File: src/hdl/itra_pkg.sv
// Shared constants, types and the digit glyph table for the integer to text converter.
package itra_pkg;

  localparam int VALUE_W       = 32;
  localparam int MAX_DIGITS    = 30;
  localparam int DIGIT_W       = 4;
  localparam int RADIX_W       = 8;
  localparam int DIVISOR_W     = 5;
  localparam int CHAR_W        = 7;
  localparam int BITS_PER_STEP = 8;
  localparam int DIV_STEPS     = (VALUE_W + BITS_PER_STEP - 1) / BITS_PER_STEP;
  localparam int WORK_W        = DIV_STEPS * BITS_PER_STEP;
  localparam int STEP_W        = (DIV_STEPS > 1) ? $clog2(DIV_STEPS) : 1;
  localparam int CNT_W         = $clog2(MAX_DIGITS + 1);
  localparam int IDX_W         = (MAX_DIGITS > 1) ? $clog2(MAX_DIGITS) : 1;
  localparam int MAX_RADIX     = 16;
  localparam int RADIX_RESET   = 10;
  localparam int PDATA_W       = 32;
  localparam int PADDR_W       = 3;

  // register index, taken from paddr[2]
  localparam logic REG_RADIX = 1'b0;

  localparam logic [CHAR_W-1:0] CHAR_MINUS = 7'h2d;
  localparam logic [CHAR_W-1:0] CHAR_NONE  = 7'h00;

  typedef enum logic [2:0] {
    ST_IDLE = 3'b001,
    ST_DIV  = 3'b010,
    ST_EMIT = 3'b100
  } state_t;

  typedef struct packed {
    logic               start;
    logic [VALUE_W-1:0] dividend;
  } div_req_t;

  typedef struct packed {
    logic               done;
    logic [VALUE_W-1:0] quotient;
    logic [DIGIT_W-1:0] remainder;
  } div_rsp_t;

  function automatic logic [CHAR_W-1:0] glyph(input logic [DIGIT_W-1:0] d);
    logic [CHAR_W-1:0] c;
    unique case (d)
      4'h0: c = 7'h30;
      4'h1: c = 7'h31;
      4'h2: c = 7'h32;
      4'h3: c = 7'h33;
      4'h4: c = 7'h34;
      4'h5: c = 7'h35;
      4'h6: c = 7'h36;
      4'h7: c = 7'h37;
      4'h8: c = 7'h38;
      4'h9: c = 7'h39;
      4'ha: c = 7'h61;
      4'hb: c = 7'h62;
      4'hc: c = 7'h63;
      4'hd: c = 7'h64;
      4'he: c = 7'h65;
      4'hf: c = 7'h66;
      default: c = 7'h30;
    endcase
    return c;
  endfunction

endpackage

File: src/hdl/itra_div.sv
// Iterative divider by a small radix: eight quotient bits per cycle, restoring.
module itra_div import itra_pkg::*; (
  input  logic                 clk,
  input  logic                 rst_n,
  input  logic [DIVISOR_W-1:0] divisor,
  input  div_req_t             req,
  output div_rsp_t             rsp
);

  logic               busy_r, busy_nxt;
  logic               done_r, done_nxt;
  logic [STEP_W-1:0]  step_r, step_nxt;
  logic [WORK_W-1:0]  work_r, work_nxt;
  logic [DIGIT_W-1:0] rem_r, rem_nxt;
  logic [WORK_W-1:0]  work_step;
  logic [DIGIT_W-1:0] rem_step;
  logic               last_step;

  // one chunk of long division; remainder always stays below the divisor
  always_comb begin
    logic [DIVISOR_W-1:0] r;
    logic [WORK_W-1:0]    w;
    r = {1'b0, rem_r};
    w = work_r;
    for (int i = 0; i < BITS_PER_STEP; i++) begin
      r = {r[DIGIT_W-1:0], w[WORK_W-1]};
      w = {w[WORK_W-2:0], 1'b0};
      if (r >= divisor) begin
        r    = r - divisor;
        w[0] = 1'b1;
      end
    end
    work_step = w;
    rem_step  = r[DIGIT_W-1:0];
  end

  assign last_step = (step_r == STEP_W'(DIV_STEPS - 1));

  always_comb begin
    busy_nxt = busy_r;
    step_nxt = step_r;
    work_nxt = work_r;
    rem_nxt  = rem_r;
    done_nxt = 1'b0;
    if (req.start) begin
      busy_nxt = 1'b1;
      step_nxt = '0;
      work_nxt = WORK_W'(req.dividend);
      rem_nxt  = '0;
    end else if (busy_r) begin
      work_nxt = work_step;
      rem_nxt  = rem_step;
      step_nxt = step_r + STEP_W'(1);
      if (last_step) begin
        busy_nxt = 1'b0;
        done_nxt = 1'b1;
      end
    end
  end

  always_ff @(posedge clk) begin
    if (!rst_n) begin
      busy_r <= 1'b0;
      done_r <= 1'b0;
      step_r <= '0;
    end else begin
      busy_r <= busy_nxt;
      done_r <= done_nxt;
      step_r <= step_nxt;
    end
  end

  always_ff @(posedge clk) begin
    work_r <= work_nxt;
    rem_r  <= rem_nxt;
  end

  assign rsp.done      = done_r;
  assign rsp.quotient  = work_r[VALUE_W-1:0];
  assign rsp.remainder = rem_r;

  a_step_range: assert property (@(posedge clk) disable iff (!rst_n)
    busy_r |-> (step_r <= STEP_W'(DIV_STEPS - 1)))
    else $error("divider step count out of range");

  a_done_after_last: assert property (@(posedge clk) disable iff (!rst_n)
    (busy_r && last_step && !req.start) |=> done_r)
    else $error("divider did not finish after its last step");

  a_done_idle: assert property (@(posedge clk) disable iff (!rst_n)
    done_r |-> !busy_r)
    else $error("divider reports done while still busy");

endmodule

File: config.mk
export PLATFORM = sky130hd
export DESIGN_NAME = itra_div
export DESIGN_NICKNAME = d
export VERILOG_FILES = /design/src/hdl/itra_pkg.sv /design/src/hdl/itra_div.sv
export SDC_FILE = /design/constraint.sdc
export NUM_CORES = 1
export LEC_CHECK = 0
export BUFFER_PORTS_ARGS = -buffer_cell sky130_fd_sc_hd__buf_2
export CORE_UTILIZATION = 35
export DETAILED_ROUTE_END_ITERATION = 16
export GPL_ROUTABILITY_DRIVEN = 0
export GPL_TIMING_DRIVEN = 1
export HOLD_SLACK_MARGIN = 0.02
export PLACE_DENSITY = 0.67
export SYNTH_ARGS = -nofsm -noshare
export SYNTH_HDL_FRONTEND = slang
export SYNTH_SLANG_ARGS = --single-unit
File: constraint.sdc
create_clock -name clk -period 11.55 [get_ports clk]
set_input_delay 2.31 -clock clk [delete_from_list [all_inputs] [get_ports clk]]
set_output_delay 2.31 -clock clk [all_outputs]
set_load 0.03 [all_outputs]
After elaboration in Yosys (flattened, before gate mapping)
Index checks and enable logic that the tools add are counted.
{ "totals": {"wordCells": 50, "input_bits": 40, "output_inout_bits": 37, "ff_bits": 40} }
{ "op_classes": {"order_cmp": 8, "n_bitwise": 2, "eq_ne": 1, "muxes": 22, "add_sub_neg": 9, "n_reduce_logical": 3} }
{ "ops": {"columns": ["operator", "n"], "rows": [
  ["$mux W32", 2],
  ["$ge A5 B5 Y1", 8],
  ["$mux W4", 8],
  ["$sub A4 B4 Y4", 8],
  ["$mux W1", 12],
  ["$reduce_or A3 Y1", 1],
  ["$add A2 B1 Y2 const B", 1],
  ["$eq A2 B2 Y1 const B", 1],
  ["$not A1 Y1", 2],
  ["$reduce_bool A2 Y1", 1],
  ["$reduce_or A2 Y1", 1]
]} }

Logic depth before layout (Yosys ltp)
{ "depth": {"word_depth": 18, "ltp_mapped": 51, "mapped_depth_nobuf": 51} }

Least setup slack after synthesis
No wires, ideal clock.
{ "synth_path": {"kind": "input port to flip-flop", "startpoint": "input divisor[1]", "endpoint": "register work_r[0] (data pin)", "path_buffers": 0, "stages": 45, "required_time_ps": 11290, "arrival_ps": 11997, "setup_slack_ps": -707, "setup_time_ps": 260, "cell_sequence": "inv_1 -> ha_1 -> nor2b_4 -> o31a_1 -> or3b_4 -> a21oi_2 -> mux2_2 -> ha_1 -> o21a_1 -> o31a_1 -> o22ai_4 -> nor3b_1 -> nor2_1 -> ha_1 -> o21a_1 -> o31ai_1 -> a31oi_1 -> a211oi_1 -> (+9 left out) -> o21a_1 -> o21ai_1 -> a21o_1 -> o21ai_0 -> ha_1 -> o21a_1 -> o31ai_1 -> a31oi_2 -> mux2i_1 -> ha_1 -> nor2b_1 -> o31a_1 -> o22ai_2 -> mux2i_1 -> ha_1 -> a31oi_1 -> o21ai_1 -> mux2_2"} }
{ "synth_between": {"elab_chain_len": 18, "elab_cells_between_ends": 25, "classes_between": "add/sub: 7; order compare: 8; mux: 10"} }
{ "synth_lines": {"columns": ["item", "line_no", "text"], "rows": [
  ["start: declaration", "itra_div.sv:5", "input logic [DIVISOR_W-1:0] divisor,"],
  ["$sub A4 B4 Y4 / $ge A5 B5 Y1 (equally long branches)", "itra_div.sv:29, itra_div.sv:28", null],
  ["$mux W4", "itra_div.sv:28", "if (r >= divisor) begin"],
  ["$sub A4 B4 Y4 / $ge A5 B5 Y1 (equally long branches)", "itra_div.sv:29, itra_div.sv:28", null],
  ["$mux W4", "itra_div.sv:28", null],
  ["$sub A4 B4 Y4 / $ge A5 B5 Y1 (equally long branches)", "itra_div.sv:29, itra_div.sv:28", null],
  ["$mux W4", "itra_div.sv:28", null],
  ["$ge A5 B5 Y1 / $sub A4 B4 Y4 (equally long branches)", "itra_div.sv:28, itra_div.sv:29", null],
  ["$mux W4", "itra_div.sv:28", null],
  ["(+3 left out)", null, null],
  ["$mux W4", "itra_div.sv:28", null],
  ["$sub A4 B4 Y4 / $ge A5 B5 Y1 (equally long branches)", "itra_div.sv:29, itra_div.sv:28", null],
  ["$mux W4", "itra_div.sv:28", null],
  ["$ge A5 B5 Y1 *", "itra_div.sv:28", null],
  ["$mux W1 *", "itra_div.sv:28", null],
  ["$mux W32 *", "itra_div.sv:50", "end else if (busy_r) begin"],
  ["$mux W32 *", "itra_div.sv:45", "if (req.start) begin"],
  ["named net work_nxt[0]", "itra_div.sv:13", "logic [WORK_W-1:0] work_r, work_nxt;"],
  ["end signal: assignment", "itra_div.sv:74", "work_r <= work_nxt;"],
  ["end: declaration", "itra_div.sv:13", null]
]} }
Mark *: on every way through the listed nets, which the timed path passes. The rest lies on a longest branch. The select of a mux whose other input is x is not followed.
A chain may end at the register's enable or synchronous reset.

Worst setup path after layout
{ "layout_path": {"startpoint": "input divisor[1]", "endpoint": "register rem_r[3]"} }
{ "layout_between": {"elab_chain_len": 16, "elab_cells_between_ends": 24, "classes_between": "add/sub: 8; order compare: 8; mux: 8"} }
{ "layout_lines": {"columns": ["item", "line_no", "text"], "rows": [
  ["$sub A4 B4 Y4 / $ge A5 B5 Y1 (equally long branches)", "itra_div.sv:29, itra_div.sv:28", null],
  ["$mux W4", "itra_div.sv:28", null],
  ["$sub A4 B4 Y4 / $ge A5 B5 Y1 (equally long branches)", "itra_div.sv:29, itra_div.sv:28", null],
  ["$mux W4", "itra_div.sv:28", null],
  ["$sub A4 B4 Y4 / $ge A5 B5 Y1 (equally long branches)", "itra_div.sv:29, itra_div.sv:28", null],
  ["$mux W4", "itra_div.sv:28", null],
  ["$ge A5 B5 Y1 / $sub A4 B4 Y4 (equally long branches)", "itra_div.sv:28, itra_div.sv:29", null],
  ["$mux W4", "itra_div.sv:28", null],
  ["$sub A4 B4 Y4 / $ge A5 B5 Y1 (equally long branches)", "itra_div.sv:29, itra_div.sv:28", null],
  ["$mux W4", "itra_div.sv:28", null],
  ["$sub A4 B4 Y4 / $ge A5 B5 Y1 (equally long branches)", "itra_div.sv:29, itra_div.sv:28", null],
  ["$mux W4", "itra_div.sv:28", null],
  ["$ge A5 B5 Y1 / $sub A4 B4 Y4 (equally long branches)", "itra_div.sv:28, itra_div.sv:29", null],
  ["$mux W4", "itra_div.sv:28", null],
  ["$sub A4 B4 Y4 / $ge A5 B5 Y1 (equally long branches)", "itra_div.sv:29, itra_div.sv:28", null],
  ["$mux W4 *", "itra_div.sv:28", null],
  ["end signal: assignment", "itra_div.sv:75", "rem_r <= rem_nxt;"],
  ["end: declaration", "itra_div.sv:14", "logic [DIGIT_W-1:0] rem_r, rem_nxt;"]
]} }
Mark *: on every way between the ends. The rest lies on a longest branch, timed or not.

==> flow_summary.yaml <==
route:
  drc: 0
  drt_iter0_markers: 122
  routedWlPerCell_um: 16.1
  post_drt_via_cell_ratio: 5.13
  routed_wirelength_um: 10100
  ant_nets: 0
  vias: 3206
  dr.pass1.iters: 4
synth:
  synth_fp_nets: 417
  synth_cell_type_count: 51
  synth_area_leader_cell: "edfxtp_1"
  synth_edf_count: 32
  synth_seq_cells: 40
  synthFlopType: "edfxtp_1"
  ys_seq_area_share_pct: 32.4
  syn_area_sq_um: 3460
  ys_async_sr_fraction_pct: 0
  syn-instance-count: 328
  yosysTopAreaCellShare_pct: 27.8
  yosys-top-cells-area: "edfxtp_1 (28%), ha_1 (15%), mux2_2 (11%)"
  ys_warn_count: 0
  syn_avg_cell_area_sq_um: 10.5
clock_network:
  numCtsBuffers: 5
  clk_latency_ns: 0.29
  clk_pin_slew_worst_paths_ns: 0.08
  clock_path_buffers: 2
  clkSinkCount: 40
  cts_tree: "done"
  cts-root-buf: "clkbuf_8"
  hold_buffers: 0
  cts_max_level: 2
cells_and_area:
  layout_commonest_cell: "buf_4"
  multi_input_area_sq_um: 2670
  final_nets: 584
  antenna_cells: 0
  layout-drive-gt1-share_pct: 54.0
  regArea_sq_um: 1120
  areaGrowthSynthToFinish_pct: 51.8
  nFillCells: 770
  layout_common_cells: "buf_4 (82), buf_2 (75), edfxtp_1 (32)"
  finish.utilization_pct: 55.7
critical_path:
  criticalPathCategory: "in -> reg"
  cpMostUsedCell: "ha_4"
  r2r-start: "rem_r[0]"
  worstPathRequired_ns: 11.74
  r2r_slack_ns: 1.46
  crit_arrival_ns: 11.96
  max_stage_delay_ns: 0.42
  cp_max_fo: 7
  reg2reg_depth: 44
  r2r_end: "rem_r[3]"
  cp-start-kind: "input pin"
  crit_path_end_kind: "flip-flop"
  crit_slowest_cell: "or3b_4"
status:
  violations: "negative setup slack"
  status: "finished with violations"
grt:
  antenna_found_initial: 0
  gr-total-overflow: 0
  busiest_layer: "met2"
  grt_pass1_vias: 3415
  grt.total_usage_pct: 20.4
  grt_max_degree: 41
  grt_pass1_wl_um: 16100
  grtUsageMet3_pct: 2.14
  met2_usage_pct: 36.3
  use_met1_pct: 24.5
timing:
  finalSetupViolCount: 5
  tightest_slew_ns: 0.835
  skew_ns: 0.00826
  layout_setup_ws_ns: -0.213
  rsz0062_at_grt: "yes"
  fmax_mhz: 85.0
  drv_slew: 0
  timing.final.crit_share_pct: 102
  period_minus_slack_ns: 11.76
  maxSlewHeadroom_pct: 44.3
  hold_viol: 0
floorplan:
  ios: 77
  fp.coreArea_sq_um: 9420
  die_area_sq_um: 10300
  start_util_pct: 36.7
  num_rows: 35
  dieWidth_um: 101
  die_height_um: 101
job:
  max_cap_viol_count: 0
placed_design:
  dp_hpwl_um: 7260
  port_buffers: 76
hold_path:
  min_path_type: "reg -> reg"
  worstHoldPathCells: 2
  min_to: "step_r[0]"
  min-delay-start: "step_r[0]"
cells in the mapped netlist (3+ instances only):
library cell	instances
a31oi_1	3
xor2_1	3
inv_1	27
o21a_1	11
o21ai_0	8
nor2b_1	9
a21o_1	10
xnor2_1	9
o31ai_1	4
o31a_1	3
nand4_1	6
nand3_1	3
mux2i_1	9
a21oi_1	11
o21ai_1	3
nor2_1	26
fa_1	8
edfxtp_1	32
dfxtp_1	8
a211oi_1	4
buf_1	3
ha_1	41
mux2_2	34
nand2b_1	5
nand2_1	15
metrics by stage:
| stage | TNS [ns] | hold slack [ns] | cell area (sq um) | setup slack, ns | instances |
|---|---|---|---|---|---|
| global route | -3.38 | 0.578 | 5250 | -0.717 | 625 |
| detailed placement | -2.75 | 0.540 | 4650 | -0.575 | 587 |
| floorplan | -0.470 | 0.465 | 3680 | -0.146 | 328 |
| finish | -0.862 | 0.554 | 5250 | -0.213 | 625 |
| global placement | -1.32 | 0.482 | 4650 | -0.293 | 587 |
| CTS | 0 | 0.554 | 5060 | 0.00930 | 618 |
critical path, delay by kind of cell:
kind / cells / cell delay [ns]
AND/OR/NAND/NOR: 5 / 1.12
AO/OA/AOI/OAI: 25 / 4.86
buffers and inverters: 3 / 0.33
multiplexers: 4 / 1.15
XOR/XNOR: 1 / 0.09
adder cells (fa/ha/maj): 8 / 2.06
layer usage:
metal	part of all wire [%]	vias to the layer above
met3	3.6	25
met5	0	-
met2	51	98
li1	-	1560
met4	3.2	0
met1	43	1523
how the worst max path moves through the flow:
stage | startpoint | end | slack [ns]
global route | divisor[1] | rem_r[3] | -0.72
CTS | divisor[1] | rem_r[3] | 0.009
global placement | divisor[1] | rem_r[0] | -0.29
finish | divisor[1] | rem_r[3] | -0.21
floorplan | divisor[1] | work_r[0] | -0.15
detailed placement | divisor[1] | rem_r[0] | -0.58
repair_timing:
action | 4_1_cts | 5_1_grt
buffers inserted | 22 | 7
gates cloned | 1 | 0
endpoints found under the setup margin | 5 | 5
pin swaps | 29 | 44
gates resized for setup | 22 | 28
sequential cells by signal (all words and copies together) (netlist names):
| name | flops |
|---|---|
| work_r | 32 |
| rem_r | 4 |
| step_r | 2 |
| busy_r | 1 |
| done_r | 1 |
cells by family after synthesis:
group / synth area share [%]
AO/OA/AOI/OAI: 17.1
AND/OR/NAND/NOR: 10.6
adder cells (fa/ha/maj): 19.5
multiplexers: 13.7
flip-flops: 32.4
buffers and inverters: 3.69
XOR/XNOR: 3.04
layout make-up:
class / count / share of cell area (%)
multi-input cells: 256 / 50.8
flip-flops and latches: 40 / 21.4
repair buffers: 165 / 20.7
well taps: 129 / 3.08
inverters: 27 / 2.00
clock buffers: 6 / 1.38
clock inverters: 2 / 0.668
Power is not shown: default switching activity piles up to over one toggle a cycle in this logic, so the estimate is an artifact.
